**config.mk**
```make
export PLATFORM = sky130hd
export DESIGN_NAME = morse_character_keyer_flat
export DESIGN_NICKNAME = d
export VERILOG_FILES = /design/src/design/mck_pkg.sv /design/src/design/mck_if.sv /design/src/design/mck_front.sv /design/src/design/mck_queue.sv /design/src/design/mck_back.sv /design/src/design/morse_character_keyer.sv /design/src/flat_wrapper.sv
export VERILOG_INCLUDE_DIRS = /design/src /design/src/design
export SDC_FILE = /design/constraint.sdc
export NUM_CORES = 1
export LEC_CHECK = 0
export ABC_AREA = 1
export BUFFER_PORTS_ARGS = -buffer_cell sky130_fd_sc_hd__buf_2
export CAP_MARGIN = 20
export CORE_ASPECT_RATIO = 2
export CORE_MARGIN = 4
export CORE_UTILIZATION = 35
export DETAILED_ROUTE_END_ITERATION = 8
export GPL_TIMING_DRIVEN = 0
export HOLD_SLACK_MARGIN = 0.1
export PLACE_DENSITY_LB_ADDON = 0.15
export SLEW_MARGIN = 20
export SYNTH_ARGS = -nofsm -noshare
export SYNTH_HDL_FRONTEND = slang
export SYNTH_HIERARCHICAL = 1
export SYNTH_SLANG_ARGS = --single-unit
```
**constraint.sdc**
```tcl
create_clock -name clk_i -period 4.7 [get_ports clk_i]
set_clock_uncertainty 0.15 [all_clocks]
set_input_delay 0.705 -clock clk_i [delete_from_list [all_inputs] [get_ports clk_i]]
set_output_delay 0.705 -clock clk_i [all_outputs]
set_load 0.1 [all_outputs]
```
**src/design/morse_character_keyer_assert.svh**
```systemverilog
// Assertion macros used by the keyer top level.
`ifndef MORSE_CHARACTER_KEYER_ASSERT_SVH
`define MORSE_CHARACTER_KEYER_ASSERT_SVH

// Same-cycle implication, checked outside reset.
`define MCK_ASSERT_IMPLIES(lbl, clk, rstn, ante, cons) \
  lbl: assert property (@(posedge clk) disable iff (!rstn) (ante) |-> (cons)) \
    else $error("keyer assertion failed");

// Next-cycle implication, checked outside reset.
`define MCK_ASSERT_NEXT(lbl, clk, rstn, ante, cons) \
  lbl: assert property (@(posedge clk) disable iff (!rstn) (ante) |=> (cons)) \
    else $error("keyer assertion failed");

`endif

```
**src/design/mck_pkg.sv**
```systemverilog
// -----------------------------------------------------------------------------
// Morse keyer package
// Types, code table and symbol classification shared by the keyer modules.
// -----------------------------------------------------------------------------
package mck_pkg;

  localparam int unsigned ElemW  = 6;  // elements after the marker, at most
  localparam int unsigned CountW = 3;

  localparam logic [7:0] RomBase   = 8'h20;
  localparam logic [7:0] LowerBase = 8'h40;
  localparam logic [7:0] UpperLast = 8'h5A;
  localparam logic [7:0] LowerFrst = 8'h61;
  localparam logic [7:0] LowerLast = 8'h7A;

  localparam logic CmdAscii = 1'b0;
  localparam logic CmdRaw   = 1'b1;

  localparam logic [1:0] OnDot   = 2'd1;
  localparam logic [1:0] OnDash  = 2'd3;
  localparam logic [1:0] OnSpace = 2'd0;
  localparam logic [1:0] OffGap  = 2'd1;
  localparam logic [1:0] OffSpc  = 2'd2;

  localparam logic [7:0] CodeRom [64] = '{
    8'h01, 8'hD7, 8'hA5, 8'h00, 8'h93, 8'h00, 8'h51, 8'hBD,
    8'h6D, 8'hDB, 8'h00, 8'h55, 8'hE7, 8'hC3, 8'hAB, 8'h65,
    8'h7F, 8'h5F, 8'h4F, 8'h47, 8'h43, 8'h41, 8'h61, 8'h71,
    8'h79, 8'h7D, 8'hF1, 8'hD5, 8'h00, 8'h63, 8'h00, 8'h99,
    8'hB5, 8'h0B, 8'h31, 8'h35, 8'h19, 8'h05, 8'h25, 8'h1D,
    8'h21, 8'h09, 8'h2F, 8'h1B, 8'h29, 8'h0F, 8'h0D, 8'h1F,
    8'h2D, 8'h3B, 8'h15, 8'h11, 8'h07, 8'h13, 8'h23, 8'h17,
    8'h33, 8'h37, 8'h39, 8'h00, 8'h00, 8'h00, 8'h00, 8'h9B
  };

  // One classified symbol: elements left-aligned, next one in the top bit.
  typedef struct packed {
    logic [ElemW-1:0]  bits;
    logic [CountW-1:0] count;
    logic              space;
  } mck_entry_t;

endpackage

```
**src/design/mck_if.sv**
```systemverilog
// -----------------------------------------------------------------------------
// Keyer channel interfaces
// Valid/ready channels for symbol requests and key elements.
// -----------------------------------------------------------------------------
interface mck_cmd_if;
  logic       valid;
  logic       ready;
  logic       command;
  logic [7:0] symbol;

  modport source (output valid, output command, output symbol, input ready);
  modport sink   (input valid, input command, input symbol, output ready);
endinterface

interface mck_elem_if;
  logic       valid;
  logic       ready;
  logic [1:0] on_quanta;
  logic [1:0] off_quanta;
  logic       last;

  modport source (output valid, output on_quanta, output off_quanta, output last,
                  input ready);
  modport sink   (input valid, input on_quanta, input off_quanta, input last,
                  output ready);
endinterface

```
**src/design/mck_front.sv**
```systemverilog
// -----------------------------------------------------------------------------
// Keyer front end
// Accepts symbols, maps characters to packed codes and splits out elements.
// -----------------------------------------------------------------------------
module mck_front (
  mck_cmd_if.sink              cmd_i,
  output logic                 push_valid_o,
  output mck_pkg::mck_entry_t  push_data_o,
  input  logic                 push_ready_i
);
  import mck_pkg::*;

  logic [7:0]  ch;
  logic [7:0]  up_off;
  logic [7:0]  lo_off;
  logic [7:0]  code;
  logic [2:0]  marker_pos;
  logic [ElemW-1:0] tail;

  assign ch     = cmd_i.symbol;
  assign up_off = ch - RomBase;
  assign lo_off = ch - LowerBase;

  always_comb begin
    priority if (cmd_i.command == CmdRaw) begin
      code = ch;
    end else if (ch >= RomBase && ch <= UpperLast) begin
      code = CodeRom[up_off[5:0]];
    end else if (ch >= LowerFrst && ch <= LowerLast) begin
      code = CodeRom[lo_off[5:0]];
    end else begin
      code = 8'h00;
    end
  end

  // Highest set bit among 7..1 is the marker.
  always_comb begin
    marker_pos = 3'd0;
    for (int i = 1; i < 8; i++) begin
      if (code[i]) marker_pos = 3'(i);
    end
  end

  assign tail = code[ElemW:1] << (3'd7 - marker_pos);

  always_comb begin
    push_data_o.bits  = tail;
    push_data_o.count = (marker_pos == 3'd0) ? '0 : CountW'(marker_pos - 3'd1);
    push_data_o.space = code[0];
  end

  // Drop symbols that key nothing: no element after the marker and no space.
  assign push_valid_o = cmd_i.valid && ((marker_pos > 3'd1) || code[0]);
  assign cmd_i.ready  = push_ready_i;

endmodule

```
**src/design/mck_queue.sv**
```systemverilog
// -----------------------------------------------------------------------------
// Keyer element queue
// Small register FIFO between the front end and the element sequencer.
// -----------------------------------------------------------------------------
module mck_queue #(
  parameter int unsigned Depth = 2
) (
  input  logic                clk_i,
  input  logic                rst_ni,
  input  logic                push_valid_i,
  input  mck_pkg::mck_entry_t push_data_i,
  output logic                push_ready_o,
  output logic                pop_valid_o,
  output mck_pkg::mck_entry_t pop_data_o,
  input  logic                pop_ready_i
);
  import mck_pkg::*;

  localparam int unsigned PtrW = (Depth > 1) ? $clog2(Depth) : 1;
  localparam int unsigned CntW = $clog2(Depth + 1);

  mck_entry_t          mem_q [Depth];
  logic [PtrW-1:0]     wr_ptr_q, wr_ptr_d;
  logic [PtrW-1:0]     rd_ptr_q, rd_ptr_d;
  logic [CntW-1:0]     cnt_q, cnt_d;
  logic                do_push, do_pop;

  assign push_ready_o = (cnt_q != CntW'(Depth));
  assign pop_valid_o  = (cnt_q != '0);
  assign pop_data_o   = mem_q[rd_ptr_q];
  assign do_push      = push_valid_i && push_ready_o;
  assign do_pop       = pop_valid_o && pop_ready_i;

  always_comb begin
    wr_ptr_d = wr_ptr_q;
    rd_ptr_d = rd_ptr_q;
    cnt_d    = cnt_q;
    if (do_push) begin
      wr_ptr_d = (wr_ptr_q == PtrW'(Depth - 1)) ? '0 : wr_ptr_q + 1'b1;
    end
    if (do_pop) begin
      rd_ptr_d = (rd_ptr_q == PtrW'(Depth - 1)) ? '0 : rd_ptr_q + 1'b1;
    end
    unique case ({do_push, do_pop})
      2'b10:   cnt_d = cnt_q + 1'b1;
      2'b01:   cnt_d = cnt_q - 1'b1;
      default: cnt_d = cnt_q;
    endcase
  end

  always_ff @(posedge clk_i or negedge rst_ni) begin
    if (!rst_ni) begin
      wr_ptr_q <= '0;
      rd_ptr_q <= '0;
      cnt_q    <= '0;
    end else begin
      wr_ptr_q <= wr_ptr_d;
      rd_ptr_q <= rd_ptr_d;
      cnt_q    <= cnt_d;
    end
  end

  always_ff @(posedge clk_i) begin
    if (do_push) mem_q[wr_ptr_q] <= push_data_i;
  end

endmodule

```
**src/design/mck_back.sv**
```systemverilog
// -----------------------------------------------------------------------------
// Keyer element sequencer
// Steps through one classified symbol and emits one key element per cycle while elem_o is not stalled.
// -----------------------------------------------------------------------------
module mck_back (
  input  logic                clk_i,
  input  logic                rst_ni,
  input  logic                pop_valid_i,
  input  mck_pkg::mck_entry_t pop_data_i,
  output logic                pop_ready_o,
  mck_elem_if.source          elem_o
);
  import mck_pkg::*;

  logic              busy_q, busy_d;
  logic [ElemW-1:0]  bits_q, bits_d;
  logic [CountW-1:0] cnt_q, cnt_d;
  logic              spc_q, spc_d;
  logic              out_valid_q, out_valid_d;
  logic [1:0]        on_q, on_d;
  logic [1:0]        off_q, off_d;
  logic              last_q, last_d;
  logic              advance;
  logic              step_last;

  assign advance   = busy_q && (!out_valid_q || elem_o.ready);
  assign step_last = (cnt_q == '0) || (cnt_q == CountW'(1) && !spc_q);
  assign pop_ready_o = !busy_q || (advance && step_last);

  always_comb begin
    busy_d      = busy_q;
    bits_d      = bits_q;
    cnt_d       = cnt_q;
    spc_d       = spc_q;
    out_valid_d = out_valid_q;
    on_d        = on_q;
    off_d       = off_q;
    last_d      = last_q;

    if (advance) begin
      out_valid_d = 1'b1;
      last_d      = step_last;
      if (cnt_q != '0) begin
        on_d   = bits_q[ElemW-1] ? OnDash : OnDot;
        off_d  = OffGap;
        bits_d = bits_q << 1;
        cnt_d  = cnt_q - 1'b1;
      end else begin
        on_d  = OnSpace;
        off_d = OffSpc;
        spc_d = 1'b0;
      end
      if (step_last) busy_d = 1'b0;
    end else if (elem_o.ready) begin
      out_valid_d = 1'b0;
    end

    // Load the next symbol as soon as the current one issues its last element.
    if (pop_valid_i && pop_ready_o) begin
      busy_d = 1'b1;
      bits_d = pop_data_i.bits;
      cnt_d  = pop_data_i.count;
      spc_d  = pop_data_i.space;
    end
  end

  always_ff @(posedge clk_i or negedge rst_ni) begin
    if (!rst_ni) begin
      busy_q      <= 1'b0;
      out_valid_q <= 1'b0;
    end else begin
      busy_q      <= busy_d;
      out_valid_q <= out_valid_d;
    end
  end

  always_ff @(posedge clk_i) begin
    bits_q <= bits_d;
    cnt_q  <= cnt_d;
    spc_q  <= spc_d;
    on_q   <= on_d;
    off_q  <= off_d;
    last_q <= last_d;
  end

  assign elem_o.valid      = out_valid_q;
  assign elem_o.on_quanta  = on_q;
  assign elem_o.off_quanta = off_q;
  assign elem_o.last       = last_q;

endmodule

```
**src/design/morse_character_keyer.sv**
```systemverilog
// -----------------------------------------------------------------------------
// Morse character keyer
// Turns characters or packed Morse codes into a stream of key elements.
// -----------------------------------------------------------------------------
// Usage:
//   cmd_i  : one request per symbol; command 0 means symbol is an ASCII
//            character (lower case folds to upper), 1 means a raw packed code.
//   elem_o : one key element per item: on/off time in quanta, last marks the
//            final element of the symbol. Symbols that map to no code key
//            nothing and produce no element.
// Path: an accepted request is written into the queue, then loaded into the
//   sequencer, and its first element is registered at elem_o.
// Throughput: one element per cycle while elem_o.ready is high; a symbol has
//   1 to 7 elements, all issued by the single element sequencer. Requests
//   keep being taken while the QueueDepth-entry queue has room, so the next
//   symbol starts in the cycle after the last element.
// Reset: clears the queue and the sequencer; no element is pending.
// Stall: elem_o holds its element while ready is low; the queue then fills
//   and cmd_i.ready drops.
// -----------------------------------------------------------------------------
`include "morse_character_keyer_assert.svh"

module morse_character_keyer #(
  parameter int unsigned QueueDepth = 2
) (
  input  logic       clk_i,
  input  logic       rst_ni,
  mck_cmd_if.sink    cmd_i,
  mck_elem_if.source elem_o
);
  import mck_pkg::*;

  logic       push_valid, push_ready;
  mck_entry_t push_data;
  logic       pop_valid, pop_ready;
  mck_entry_t pop_data;

  mck_front u_front (
    .cmd_i        (cmd_i),
    .push_valid_o (push_valid),
    .push_data_o  (push_data),
    .push_ready_i (push_ready)
  );

  mck_queue #(
    .Depth (QueueDepth)
  ) u_queue (
    .clk_i        (clk_i),
    .rst_ni       (rst_ni),
    .push_valid_i (push_valid),
    .push_data_i  (push_data),
    .push_ready_o (push_ready),
    .pop_valid_o  (pop_valid),
    .pop_data_o   (pop_data),
    .pop_ready_i  (pop_ready)
  );

  mck_back u_back (
    .clk_i       (clk_i),
    .rst_ni      (rst_ni),
    .pop_valid_i (pop_valid),
    .pop_data_i  (pop_data),
    .pop_ready_o (pop_ready),
    .elem_o      (elem_o)
  );

  `MCK_ASSERT_IMPLIES(a_elem_legal, clk_i, rst_ni, elem_o.valid,
    (elem_o.on_quanta == OnDot && elem_o.off_quanta == OffGap) ||
    (elem_o.on_quanta == OnDash && elem_o.off_quanta == OffGap) ||
    (elem_o.on_quanta == OnSpace && elem_o.off_quanta == OffSpc && elem_o.last))
  `MCK_ASSERT_IMPLIES(a_queue_nonempty, clk_i, rst_ni, pop_valid,
    (pop_data.count != '0) || pop_data.space)
  `MCK_ASSERT_IMPLIES(a_raw_zero_drop, clk_i, rst_ni,
    cmd_i.valid && cmd_i.command == CmdRaw && cmd_i.symbol == 8'h00, !push_valid)
  `MCK_ASSERT_NEXT(a_stall_hold, clk_i, rst_ni, elem_o.valid && !elem_o.ready,
    elem_o.valid && $stable({elem_o.on_quanta, elem_o.off_quanta, elem_o.last}))

endmodule

```
**src/flat_wrapper.sv**
```systemverilog
// flat-port wrapper written by rule: the top's interface ports become plain ports
module morse_character_keyer_flat import mck_pkg::*;
#(
  parameter int unsigned QueueDepth = 2
)
  (clk_i, rst_ni, cmd_i_valid, cmd_i_command, cmd_i_symbol, cmd_i_ready, elem_o_valid, elem_o_on_quanta, elem_o_off_quanta, elem_o_last, elem_o_ready);
  mck_cmd_if cmd_i_i ();
  mck_elem_if elem_o_i ();
  input  logic clk_i;
  input  logic rst_ni;
  input wire logic [$bits(cmd_i_i.valid)-1:0] cmd_i_valid;
  input wire logic [$bits(cmd_i_i.command)-1:0] cmd_i_command;
  input wire logic [$bits(cmd_i_i.symbol)-1:0] cmd_i_symbol;
  output wire logic [$bits(cmd_i_i.ready)-1:0] cmd_i_ready;
  output wire logic [$bits(elem_o_i.valid)-1:0] elem_o_valid;
  output wire logic [$bits(elem_o_i.on_quanta)-1:0] elem_o_on_quanta;
  output wire logic [$bits(elem_o_i.off_quanta)-1:0] elem_o_off_quanta;
  output wire logic [$bits(elem_o_i.last)-1:0] elem_o_last;
  input wire logic [$bits(elem_o_i.ready)-1:0] elem_o_ready;
  assign cmd_i_i.valid = cmd_i_valid;
  assign cmd_i_i.command = cmd_i_command;
  assign cmd_i_i.symbol = cmd_i_symbol;
  assign cmd_i_ready = cmd_i_i.ready;
  assign elem_o_valid = elem_o_i.valid;
  assign elem_o_on_quanta = elem_o_i.on_quanta;
  assign elem_o_off_quanta = elem_o_i.off_quanta;
  assign elem_o_last = elem_o_i.last;
  assign elem_o_i.ready = elem_o_ready;
  morse_character_keyer #(.QueueDepth(QueueDepth)) u_core (.clk_i(clk_i), .rst_ni(rst_ni), .cmd_i(cmd_i_i), .elem_o(elem_o_i));
endmodule
```
==> qor.log, run 1 <==
[run_status] run status finished, final reports clean
[power] IR drop worst, VDD 191 uV
[sta] number of hold violations in the final report 0
[worst_setup_path] critical path capture point type flip-flop
[synth] syn_area_per_cell 7.66 um^2
[sta] setup repair after global routing missed its margin false
[worst_hold_path] Min-Delay Endpoint u_core/u_queue/cnt_q[0]$_DFFE_PN0P_
[synth] share of flip-flops with an asynchronous set or reset 0.146
[floorplan] Core Rows 47
[synth] top cells by area in the synthesized netlist sky130_fd_sc_hd__edfxtp_1, sky130_fd_sc_hd__nand2_1, sky130_fd_sc_hd__nand3_1
[worst_hold_path] worst min-delay path class reg -> reg
[worst_setup_path] worst r2r src u_core/u_back/cnt_q[0]$_DFFE_PP_
[power] Clock Power Share 0.171
[worst_setup_path] signal arrival time at the worst endpoint 3.47 ns
[drt] ANT nets after route 0
[worst_setup_path] Worst Reg2Reg Path Length in Cells 9
[power] sequential share of power 0.346
[sta] Worst Hold Slack 0.366 ns
[worst_hold_path] startpoint of the lowest-slack hold path u_core/u_queue/cnt_q[0]$_DFFE_PN0P_
[placement] cell area after placement 3220 um^2
[placement] DP HPWL 6330 um
[drt] Post-route DRC 0
[worst_setup_path] peak fanout along the critical path 10
[cells_and_area] fill count 909
[floorplan] number of placed I/O pins 20
[cts] number of buffers added for setup after CTS 0
[worst_setup_path] sort of element at the start of the critical path input port
[power] static leakage power 1.65 nW
[drt] WL per Instance 14.6 um
[worst_setup_path] Reg2Reg Capture Point u_core/u_back/bits_q[2]$_DFFE_PP_
[worst_setup_path] required time at the endpoint of the critical path 4.46 ns
[drt] violation count after the first detailed-routing iteration 78
[synth] cell type contributing the most total cell area after synthesis sky130_fd_sc_hd__edfxtp_1
[power] switching power of the nets 0.000834 W
[cts] number of resized instances in the post-cts repair step 0
[sta] Final TNS setup 0 ns
[power] Cell Pwr Density 557 nW/um^2
[synth] Post-Synthesis Cell Area 3010 um^2
[worst_setup_path] Reg2Reg Setup Slack 2.50 ns
[sta] pin slew with the least headroom to its limit 0.865 ns
[cts] maximum buffer depth of the clock tree 2
[power] internal power summed over all cells 0.00105 W
[cells_and_area] area of combinational cells with multiple inputs 1510 um^2
[drt] wire length reported by the detailed router 7570 um
[power] proportion of power drawn by combinational gates 0.483
[cts] CTS tree done
[floorplan] horizontal die dimension 73.6 um
[run] count of maximum capacitance violations 0
[global_route] maximum number of pins on one net before global-route repair 14
[synth] simple-gate share of the synthesized area 0.364
[global_route] via count of the first global-routing pass 2,579
[synth] Synth cell types 37
[synth] #FFs+latches synth 41
[synth] fraction of the mapped netlist area in compound gates 0.0936
[cells_and_area] synthesis-to-layout area growth 12.1%
[floorplan] die outline height 139 um
[floorplan] Initial Util 0.360
[sta] pins over their slew limit 0
[worst_hold_path] number of cells on the worst hold path 1
[placement] Final Wtd Congestion 1.01
[drt] count of vias placed by the detailed router 2,596
[worst_setup_path] Worst Setup Path Type in -> reg
[synth] share of synthesized cell area in full adder, half adder and majority cells 0.0374
[synth] Post-Synthesis Net Count 415
[cells_and_area] Layout Cell Area excl Fill 3370 um^2
[synth] Synth Area in XOR/XNOR 0.00582
[sta] crit path time final 3.72 ns
[sta] maximum clock frequency 269 MHz
[global_route] Global Route Usage Sum 0.155
[cells_and_area] share of final-layout standard cells stronger than drive strength 1 0.212
[synth] Synth top area share 0.349
[cts] number of levels in the clock H-tree 2
[sta] final critical-path setup slack 0.984 ns
[cts] root cell of the clock tree sky130_fd_sc_hd__clkbuf_16
[cts] Clock transition at path regs 0.06 ns
[cells_and_area] number of diodes added for antenna fixing 0
[synth] main combinational cell family by area after synthesis simple AND/OR/NAND/NOR gates
[cts] clock latency on the worst-skew pair 0.28 ns
[placement] worst slack at placement 0.645 ns
[drt] length of the first detailed-routing pass in iterations 7
[synth] number of synthesized flops with an enable pin 35
[global_route] Remaining Overflow, GRT 0
[synth] Post-synth top flop sky130_fd_sc_hd__edfxtp_1
[global_route] first-pass GRT wire length 12,200 um
[synth] gate count of the mapped netlist 393
[drt] routed vias/inst 5.01
[synth] Synthesis Warnings 6
[cells_and_area] FF+latch area 1200 um^2
[floorplan] core area 8350 um^2
[cts] number of buffers created by CTS 5
[synth] register area share after synthesis 0.399
[sta] Setup Viol. Count Final 0
[sta] final clock period utilization by the worst path 0.791
[global_route] number of antenna violations at the first check in global routing 0
[power] switching portion of total power 0.443
[floorplan] area of the die 10,200 um^2
[cts] CTS sink count 41
[cells_and_area] Layout Nets 441
[placement] Port-buffer cells 18
[sta] max-slew headroom at the worst pin 0.421
[synth] mux share of post-synthesis cell area 0
critical path, cell delays in order:
cell	delay, ns
sky130_fd_sc_hd__buf_2	0.18
sky130_fd_sc_hd__inv_1	0.16
sky130_fd_sc_hd__ha_1	0.32
sky130_fd_sc_hd__nand2_2	0.16
sky130_fd_sc_hd__nand3_2	0.12
sky130_fd_sc_hd__nand2_1	0.07
sky130_fd_sc_hd__a31oi_1	0.32
sky130_fd_sc_hd__nand3_1	0.12
sky130_fd_sc_hd__nand2_1	0.12
sky130_fd_sc_hd__nor2_2	0.08
sky130_fd_sc_hd__nand2_1	0.13
sky130_fd_sc_hd__o31ai_1	0.10
sky130_fd_sc_hd__inv_1	0.13
sky130_fd_sc_hd__nand2_4	0.08
sky130_fd_sc_hd__nor2_1	0.66
metrics by stage:
| step | instances | total power, W | util |
|---|---|---|---|
| after floorplan | 393 | 0.00139 | - |
| after global placement | 509 | 0.00157 | 0.386 |
| after detailed placement | 509 | 0.00158 | 0.386 |
| after CTS | 518 | 0.00191 | 0.404 |
| after global routing | 518 | 0.00201 | 0.404 |
| final | 518 | 0.00188 | 0.404 |
power by group through the flow:
stage	Sequential (W)	Combinational (W)	Clock [W]
4_1_cts	0.000653	0.000924	0.000332
2_1_floorplan	0.000816	0.000573	0
5_1_grt	0.000664	0.000999	0.000344
6_report	0.000650	0.000909	0.000322
3_3_place_gp	0.000655	0.000911	0
3_5_place_dp	0.000659	0.000922	0
cells in the mapped netlist (5+ instances only):
library cell	n
sky130_fd_sc_hd__o21ai_0	16
sky130_fd_sc_hd__buf_6	5
sky130_fd_sc_hd__inv_2	6
sky130_fd_sc_hd__edfxtp_1	35
sky130_fd_sc_hd__dfrtp_1	6
sky130_fd_sc_hd__inv_1	40
sky130_fd_sc_hd__ha_1	9
sky130_fd_sc_hd__nand2_2	17
sky130_fd_sc_hd__nor2_1	25
sky130_fd_sc_hd__a21oi_1	10
sky130_fd_sc_hd__nand2_1	131
sky130_fd_sc_hd__nand3_1	41
sky130_fd_sc_hd__nand2_4	7
area by class of cell:
| class | instances | share of cell area |
|---|---|---|
| Timing Repair Buffer | 19 | 0.0297 |
| Clock buffer | 5 | 0.0371 |
| Inverter | 48 | 0.0541 |
| Tap cell | 98 | 0.0363 |
| Multi-Input combinational cell | 291 | 0.447 |
| Clock inverter | 3 | 0.00519 |
| Sequential cell | 41 | 0.356 |
| Buffer | 13 | 0.0349 |
layer usage:
layer | vias to the layer above | wire [um] | GRT usage
li1 | 1322 | - | -
met1 | 1176 | 2270 | 0.121
met5 | - | 0 | 0
met3 | 31 | 182 | 0.0181
met2 | 67 | 4570 | 0.321
met4 | 0 | 539 | 0.0965
worst max-delay path by stage:
stage / cells past startpoint / endpoint / slack, ns / start
after floorplan: 14 / u_core/u_queue/mem_q[0][0]$_DFFE_PP_ / 1.60 / cmd_i_symbol[1]
after global placement: 15 / u_core/u_queue/mem_q[0][5]$_DFFE_PP_ / 0.70 / cmd_i_symbol[1]
after detailed placement: 15 / u_core/u_queue/mem_q[0][6]$_DFFE_PP_ / 0.65 / cmd_i_symbol[1]
after CTS: 15 / u_core/u_queue/mem_q[0][9]$_DFFE_PP_ / 0.94 / cmd_i_symbol[1]
after global routing: 19 / u_core/u_queue/cnt_q[1]$_DFFE_PN0P_ / 0.69 / cmd_i_symbol[1]
final: 15 / u_core/u_queue/mem_q[0][7]$_DFFE_PP_ / 0.98 / cmd_i_symbol[1]
cells in the final DEF (no fill, tap or decap), types with 4 or more instances in the layout:
master	instances
sky130_fd_sc_hd__buf_2	21
sky130_fd_sc_hd__o21ai_0	15
sky130_fd_sc_hd__inv_2	6
sky130_fd_sc_hd__nand2_1	131
sky130_fd_sc_hd__ha_1	9
sky130_fd_sc_hd__nand3_1	41
sky130_fd_sc_hd__nand2_2	17
sky130_fd_sc_hd__nor2_1	25
sky130_fd_sc_hd__clkbuf_16	5
sky130_fd_sc_hd__nand2_4	7
sky130_fd_sc_hd__nor2_2	4
sky130_fd_sc_hd__o21ai_1	5
sky130_fd_sc_hd__dfrtp_1	6
sky130_fd_sc_hd__inv_1	40
sky130_fd_sc_hd__nand3_2	4
sky130_fd_sc_hd__a21oi_1	10
sky130_fd_sc_hd__buf_6	5
sky130_fd_sc_hd__edfxtp_1	35
sky130_fd_sc_hd__o21ai_2	4
registers in the layout, indices dropped and copies added (netlist names):
| name | count |
|---|---|
| u_core/u_back/elem_o.valid | 1 |
| u_core/u_queue/cnt_q | 2 |
| u_core/u_back/cnt_q | 3 |
| u_core/u_back/elem_o.off_quanta | 2 |
| u_core/u_back/busy_q | 1 |
| u_core/u_back/spc_q | 1 |
| u_core/u_queue/rd_ptr_q | 1 |
| u_core/u_back/bits_q | 6 |
| u_core/u_back/elem_o.last | 1 |
| u_core/u_queue/mem_q | 20 |
| u_core/u_queue/wr_ptr_q | 1 |
| u_core/u_back/elem_o.on_quanta | 2 |
kinds of logic after synthesis:
| group | after synthesis |
|---|---|
| compound gates | 45 |
| xor+xnor | 2 |
| fa+ha+maj | 9 |
| buf+inv | 61 |
| flops | 41 |
| simple gates | 235 |
what timing repair did:
action	CTS	global route
endpoints found under the hold margin	6	0
hold buffers	1	0
setup endpoints to repair	0	0
Note: power is estimated with default switching activity, not from simulation.
==> inputs of run 2 (changes only) <==
--- a/config.mk
+++ b/config.mk
@@ -6,7 +6,7 @@
 export SDC_FILE = /design/constraint.sdc
 export NUM_CORES = 1
 export LEC_CHECK = 0
-export ABC_AREA = 1
+export ABC_AREA = 0
 export BUFFER_PORTS_ARGS = -buffer_cell sky130_fd_sc_hd__buf_2
 export CAP_MARGIN = 20
 export CORE_ASPECT_RATIO = 2
==> constraint.sdc (replaced) <==
create_clock -name clk_i -period 3.29 [get_ports clk_i]
set_clock_uncertainty 0.15 [all_clocks]
set_input_delay 0.4935 -clock clk_i [delete_from_list [all_inputs] [get_ports clk_i]]
set_output_delay 0.4935 -clock clk_i [all_outputs]
set_load 0.1 [all_outputs]
==> qor.log, run 2 <==
[placement] Final Wtd Congestion 0.949
[global_route] Global Route Usage Sum 0.179
[floorplan] horizontal die dimension 73.9 um
[synth] #FFs+latches synth 41
[drt] routed vias/inst 5.86
[synth] Synthesis Warnings 6
[worst_setup_path] Worst Setup Path Type in -> reg
[cts] CTS sink count 41
[run] count of maximum capacitance violations 0
[cts] maximum buffer depth of the clock tree 2
[global_route] via count of the first global-routing pass 2,562
[cells_and_area] Layout Nets 354
[synth] Synth cell types 80
[power] Cell Pwr Density 650 nW/um^2
[sta] final clock period utilization by the worst path 0.971
[cts] number of levels in the clock H-tree 2
[synth] cell type contributing the most total cell area after synthesis sky130_fd_sc_hd__edfxtp_1
[cts] number of buffers created by CTS 5
[placement] Port-buffer cells 17
[sta] max-slew headroom at the worst pin 0.470
[global_route] Remaining Overflow, GRT 0
[cells_and_area] register containing the most flip-flops in the final layout u_core/u_queue/mem_q
[floorplan] area of the die 10,300 um^2
[worst_setup_path] sort of element at the start of the critical path input port
[drt] count of vias placed by the detailed router 2,524
[cells_and_area] synthesis-to-layout area growth 24.0%
[synth] top cells by area in the synthesized netlist sky130_fd_sc_hd__edfxtp_1, sky130_fd_sc_hd__mux2_2, sky130_fd_sc_hd__dfrtp_1
[sta] number of hold violations in the final report 0
[global_route] number of antenna violations at the first check in global routing 0
[floorplan] core area 8350 um^2
[run_status] run status finished, final reports clean
[cts] CTS tree done
[global_route] first-pass GRT wire length 13,600 um
[drt] wire length reported by the detailed router 8810 um
[cells_and_area] final core utilization 0.451
[cells_and_area] max reg flops 20
[floorplan] number of placed I/O pins 20
[sta] pins over their slew limit 0
[cts] clock latency on the worst-skew pair 0.28 ns
[placement] DP HPWL 6670 um
[floorplan] Initial Util 0.364
[power] IR drop worst, VDD 335 uV
[cells_and_area] commonest cells after routing, fill and taps aside sky130_fd_sc_hd__edfxtp_1, sky130_fd_sc_hd__nand2_1, sky130_fd_sc_hd__buf_4
[synth] Post-Synthesis Cell Area 3040 um^2
[synth] top-count cell post-synth sky130_fd_sc_hd__edfxtp_1
[cts] Clock transition at path regs 0.06 ns
[worst_setup_path] required time at the endpoint of the critical path 3.34 ns
[sta] maximum clock frequency 313 MHz
[floorplan] Core Rows 47
[sta] Setup Viol. Count Final 0
[floorplan] die outline height 140 um
[synth] share of flip-flops with an asynchronous set or reset 0.146
[worst_setup_path] signal arrival time at the worst endpoint 3.25 ns
[worst_hold_path] worst min-delay path class reg -> reg
[synth] Post-Synthesis Net Count 312
[cells_and_area] share of final-layout standard cells stronger than drive strength 1 0.369
[synth] register area share after synthesis 0.396
[worst_setup_path] critical path capture point type flip-flop
[power] post-layout total power 0.00245 W
[synth] number of synthesized flops with an enable pin 35
[synth] top cells by instance count after synthesis sky130_fd_sc_hd__edfxtp_1, sky130_fd_sc_hd__nand2_1, sky130_fd_sc_hd__inv_1, sky130_fd_sc_hd__mux2_2, sky130_fd_sc_hd__o21ai_0
[sta] pin slew with the least headroom to its limit 0.789 ns
[drt] Post-route DRC 0
[power] static leakage power 1.46 nW
[cells_and_area] number of diodes added for antenna fixing 0
[worst_setup_path] peak fanout along the critical path 8
[sta] crit path time final 3.19 ns
[placement] worst slack at placement -0.764 ns
[cts] root cell of the clock tree sky130_fd_sc_hd__clkbuf_16
[sta] final critical-path setup slack 0.0968 ns
[synth] syn_area_per_cell 10.5 um^2
[synth] Post-synth top flop sky130_fd_sc_hd__edfxtp_1
[drt] length of the first detailed-routing pass in iterations 4
[cells_and_area] registers with the most flip-flops u_core/u_queue/mem_q x20, u_core/u_back/bits_q x6, u_core/u_back/cnt_q x3
[sta] Worst Hold Slack 0.361 ns
[drt] WL per Instance 20.4 um
[global_route] maximum number of pins on one net before global-route repair 14
[synth] Synth top area share 0.346
[drt] violation count after the first detailed-routing iteration 114
[cells_and_area] most common library cell in the layout ignoring fill and taps sky130_fd_sc_hd__edfxtp_1
[drt] ANT nets after route 0
[synth] gate count of the mapped netlist 290
[run 2: cell types whose count changed after synthesis, moves of 6 or more]
cell / delta
sky130_fd_sc_hd__nor2_1: -16
sky130_fd_sc_hd__nand3_1: -35
sky130_fd_sc_hd__nor2b_1: +6
sky130_fd_sc_hd__inv_1: -25
sky130_fd_sc_hd__mux2i_1: +6
sky130_fd_sc_hd__nand2_4: -7
sky130_fd_sc_hd__nand2_2: -16
sky130_fd_sc_hd__nand2b_1: +6
sky130_fd_sc_hd__nor3_1: +6
sky130_fd_sc_hd__nand2_1: -106
sky130_fd_sc_hd__mux2_2: +15
[run 2: critical path: stages]
cell	delay (ns)
sky130_fd_sc_hd__buf_8	0.09
sky130_fd_sc_hd__clkbuf_8	0.15
sky130_fd_sc_hd__inv_8	0.04
sky130_fd_sc_hd__ha_2	0.23
sky130_fd_sc_hd__nor2b_4	0.18
sky130_fd_sc_hd__or4_4	0.44
sky130_fd_sc_hd__a31o_4	0.26
sky130_fd_sc_hd__a32o_2	0.31
sky130_fd_sc_hd__o41a_1	0.45
sky130_fd_sc_hd__nand2_2	0.11
sky130_fd_sc_hd__ha_4	0.14
sky130_fd_sc_hd__xnor2_2	0.07
sky130_fd_sc_hd__nor2_2	0.12
sky130_fd_sc_hd__xor2_1	0.17
[run 2: cell families (layout without fill, tap and decap cells)]
group / Yosys count / in the layout / share of synthesized area
simple gates: 87 / 87 / 0.163
compound gates: 83 / 83 / 0.216
buf+inv: 36 / 79 / 0.0601
fa+ha+maj: 9 / 9 / 0.0371
flops: 41 / 41 / 0.396
mux: 28 / 28 / 0.111
xor+xnor: 6 / 6 / 0.0173
[run 2: layout make-up]
cell class | instances | area [um^2]
Clock inverter | 3 | 17.5
Buffer | 20 | 149
Multi-Input combinational cell | 213 | 1830
Clock buffer | 5 | 125
Timing Repair Buffer | 35 | 248
Sequential cell | 41 | 1200
Tap cell | 98 | 123
Inverter | 16 | 72.6
Fill cell | 801 | 4580
[run 2: per-stage QoR]
| step | TNS [ns] | cells | instance area, um^2 |
|---|---|---|---|
| 2_1_floorplan | 0 | 290 | 3070 |
| 3_3_place_gp | -21.89 | 405 | 3280 |
| 3_5_place_dp | -21.00 | 405 | 3280 |
| 4_1_cts | -0.00172 | 427 | 3690 |
| 5_1_grt | -0.00282 | 431 | 3770 |
| 6_report | 0 | 431 | 3770 |
[run 2: layer usage]
metal	up-vias	GRT usage	wire length [um]
met5	-	0	0
met4	0	0.129	641
met3	36	0.0152	213
met2	72	0.365	5400
met1	1229	0.141	2550
li1	1187	-	-
[run 2: final timing paths]
| path | depth (start not counted) | startpoint | endpoint | slack [ns] |
|---|---|---|---|---|
| min | 1 | u_core/u_queue/cnt_q[1]$_DFFE_PN0P_ | u_core/u_queue/cnt_q[1]$_DFFE_PN0P_ | 0.36 |
| min reg2reg | 1 | u_core/u_queue/cnt_q[1]$_DFFE_PN0P_ | u_core/u_queue/cnt_q[1]$_DFFE_PN0P_ | 0.36 |
| max | 14 | cmd_i_symbol[1] | u_core/u_queue/cnt_q[1]$_DFFE_PN0P_ | 0.1 |
| max in group asynchronous | 2 | rst_ni | u_core/u_back/busy_q$_DFFE_PN0P_ | 2.44 |
| min in group asynchronous | 2 | rst_ni | u_core/u_queue/cnt_q[0]$_DFFE_PN0P_ | 0.41 |
| max reg2reg | 6 | u_core/u_back/cnt_q[0]$_DFFE_PP_ | u_core/u_back/bits_q[1]$_DFFE_PP_ | 0.97 |
[run 2: timing repair]
action / CTS / global route
hold buffers: 1 / 0
setup buffers: 13 / 4
gates resized for setup: 30 / 14
pin swaps: 13 / 6
setup endpoints to repair: 32 / 24
endpoints found under the hold margin: 6 / 0
[run 2: power by group]
| group | switching [W] | internal, W | leakage, nW |
|---|---|---|---|
| clock | 0.000192 | 0.000278 | 0.0696 |
| combinational | 0.000638 | 0.000451 | 0.990 |
| sequential | 0.0000818 | 0.000807 | 0.398 |
==> inputs of run 3 (changes only) <==
--- a/config.mk
+++ b/config.mk
@@ -9,6 +9,8 @@
 export ABC_AREA = 0
 export BUFFER_PORTS_ARGS = -buffer_cell sky130_fd_sc_hd__buf_2
 export CAP_MARGIN = 20
+export CELL_PAD_IN_SITES_DETAIL_PLACEMENT = 1
+export CELL_PAD_IN_SITES_GLOBAL_PLACEMENT = 1
 export CORE_ASPECT_RATIO = 2
 export CORE_MARGIN = 4
 export CORE_UTILIZATION = 35
==> qor.log, run 3 (synthesized netlist as in run 2, its figures left out) <==
[run_status] run status finished, final reports clean
[floorplan] area of the die 10,300 um^2
[floorplan] Initial Util 0.364
[cts] maximum buffer depth of the clock tree 2
[floorplan] Core Rows 47
[cts] CTS sink count 41
[sta] pins over their slew limit 0
[power] static leakage power 1.47 nW
[sta] maximum clock frequency 308 MHz
[global_route] via count of the first global-routing pass 2,733
[drt] post-route met1 wirelength 2610 um
[cells_and_area] registers with the most flip-flops u_core/u_queue/mem_q x20, u_core/u_back/bits_q x6, u_core/u_back/cnt_q x3
[worst_setup_path] peak fanout along the critical path 10
[sta] max-slew headroom at the worst pin 0.459
[sta] number of hold violations in the final report 0
[drt] WL per Instance 21.2 um
[drt] violation count after the first detailed-routing iteration 73
[placement] DP HPWL 7090 um
[sta] Setup Viol. Count Final 0
[cts] clock latency on the worst-skew pair 0.29 ns
[cts] number of buffers created by CTS 5
[cells_and_area] fill count 922
[drt] length of the first detailed-routing pass in iterations 4
[drt] Post-route DRC 0
[worst_hold_path] worst min-delay path class reg -> reg
[worst_setup_path] required time at the endpoint of the critical path 3.31 ns
[cells_and_area] share of final-layout standard cells stronger than drive strength 1 0.367
[floorplan] core area 8350 um^2
[cts] root cell of the clock tree sky130_fd_sc_hd__clkbuf_16
[floorplan] number of placed I/O pins 20
[cells_and_area] synthesis-to-layout area growth 25.7%
[global_route] maximum number of pins on one net before global-route repair 14
[cts] number of levels in the clock H-tree 2
[global_route] Global Route Usage Sum 0.186
[sta] crit path time final 3.25 ns
[placement] cell area after placement 3280 um^2
[floorplan] horizontal die dimension 73.9 um
[power] IR drop worst, VDD 293 uV
[placement] Final Wtd Congestion 0.910
[sta] setup repair after global routing missed its margin true
[drt] met3 layer wire length in the routed design 182 um
[cells_and_area] Layout Cell Area excl Fill 3820 um^2
[drt] count of vias placed by the detailed router 2,496
[cells_and_area] register containing the most flip-flops in the final layout u_core/u_queue/mem_q
[drt] routed vias/inst 5.83
[placement] Port-buffer cells 17
[cells_and_area] commonest cells after routing, fill and taps aside sky130_fd_sc_hd__edfxtp_1, sky130_fd_sc_hd__nand2_1, sky130_fd_sc_hd__buf_2
[cells_and_area] max reg flops 20
[sta] Worst Hold Slack 0.340 ns
[drt] ANT nets after route 0
[worst_setup_path] signal arrival time at the worst endpoint 3.27 ns
[drt] sum of met2 wire segment lengths after detailed routing 5620 um
[global_route] first-pass GRT wire length 14,400 um
[cts] CTS tree done
[drt] wire length reported by the detailed router 9060 um
[worst_setup_path] Worst Setup Path Type in -> reg
[global_route] number of antenna violations at the first check in global routing 0
[cells_and_area] most common library cell in the layout ignoring fill and taps sky130_fd_sc_hd__edfxtp_1
[drt] topmost layer with routed signal wires met4
[run] count of maximum capacitance violations 0
[sta] final clock period utilization by the worst path 0.987
[power] Cell Pwr Density 664 nW/um^2
[worst_setup_path] sort of element at the start of the critical path input port
[global_route] Remaining Overflow, GRT 0
[floorplan] die outline height 140 um
[cells_and_area] Layout Nets 351
[cts] Clock transition at path regs 0.05 ns
[sta] pin slew with the least headroom to its limit 0.806 ns
[cells_and_area] number of diodes added for antenna fixing 0
[worst_setup_path] critical path capture point type flip-flop
[run 3: changes by cell type in the layout (fill, tap and decap cells not counted), sizes merged]
cell / previous run / this run
inv: 16 / 15
buf: 44 / 42
clkbuf: 15 / 14
bufinv: 0 / 1
[run 3: through the flow]
step	instances	utilization	setup TNS [ns]	total power (W)	setup WS, ns
after floorplan	290	-	0	0.00168	0.000833
after global placement	405	0.393	-23.22	0.00188	-0.838
after detailed placement	405	0.393	-24.89	0.00190	-0.886
after CTS	423	0.443	0	0.00255	0.00692
after global routing	428	0.457	-0.103	0.00268	-0.0395
final	428	0.457	0	0.00253	0.0428
[run 3: worst max-delay path: stages]
cell and delay, ns:
sky130_fd_sc_hd__buf_2 0.11, sky130_fd_sc_hd__buf_6 0.15, sky130_fd_sc_hd__buf_6 0.15, sky130_fd_sc_hd__buf_4 0.18, sky130_fd_sc_hd__nor2_4 0.12, sky130_fd_sc_hd__a21oi_1 0.08, sky130_fd_sc_hd__o22ai_2 0.21, sky130_fd_sc_hd__o31a_1 0.30
sky130_fd_sc_hd__nand2_4 0.08, sky130_fd_sc_hd__or3_4 0.40, sky130_fd_sc_hd__o41a_1 0.44, sky130_fd_sc_hd__nand2_2 0.10, sky130_fd_sc_hd__ha_4 0.14, sky130_fd_sc_hd__xnor2_2 0.11, sky130_fd_sc_hd__nor2_2 0.05, sky130_fd_sc_hd__xor2_1 0.15
[run 3: routing by layer]
metal,vias to the layer above,track usage
met3,33,0.0144
met5,-,0
met2,65,0.375
li1,1174,-
met4,0,0.144
met1,1224,0.146
[run 3: layout make-up]
type	count	area, um^2	share of cell area
clock buffers	5	125	0.0328
plain buffers	20	171	0.0449
multi-input cells	213	1840	0.482
flip-flops and latches	41	1200	0.315
repair buffers	32	234	0.0613
clock inverters	3	41.3	0.0108
well taps	98	123	0.0321
inverters	16	80.1	0.0210
[run 3: path summary, 6_finish.rpt]
kind / from / end / slack (ns) / depth (start not counted)
min in group asynchronous: rst_ni / u_core/u_back/elem_o.valid$_DFFE_PN0P_ / 0.41 / 2
setup / recovery: cmd_i_symbol[3] / u_core/u_queue/cnt_q[1]$_DFFE_PN0P_ / 0.04 / 16
hold / removal: u_core/u_queue/cnt_q[1]$_DFFE_PN0P_ / u_core/u_queue/cnt_q[1]$_DFFE_PN0P_ / 0.34 / 1
max in group asynchronous: rst_ni / u_core/u_queue/wr_ptr_q$_DFFE_PN0P_ / 2.44 / 2
hold reg to reg: u_core/u_queue/cnt_q[1]$_DFFE_PN0P_ / u_core/u_queue/cnt_q[1]$_DFFE_PN0P_ / 0.34 / 1
setup reg to reg: u_core/u_back/cnt_q[0]$_DFFE_PP_ / u_core/u_back/bits_q[4]$_DFFE_PP_ / 0.93 / 6
[run 3: timing repair]
item	4_1_cts	5_1_grt
setup buffers	9	5
endpoints found under the setup margin	37	23
hold buffers	1	0
pin swaps	14	11
endpoints found under the hold margin	6	0
resized for setup	37	21
[run 3: where the power goes]
part	leakage [nW]	internal (W)	switching, W
Sequential	0.398	0.000808	0.0000816
Combinational	1.00	0.000456	0.000641
Clock	0.0775	0.000355	0.000193
Total	1.47	0.00162	0.000916
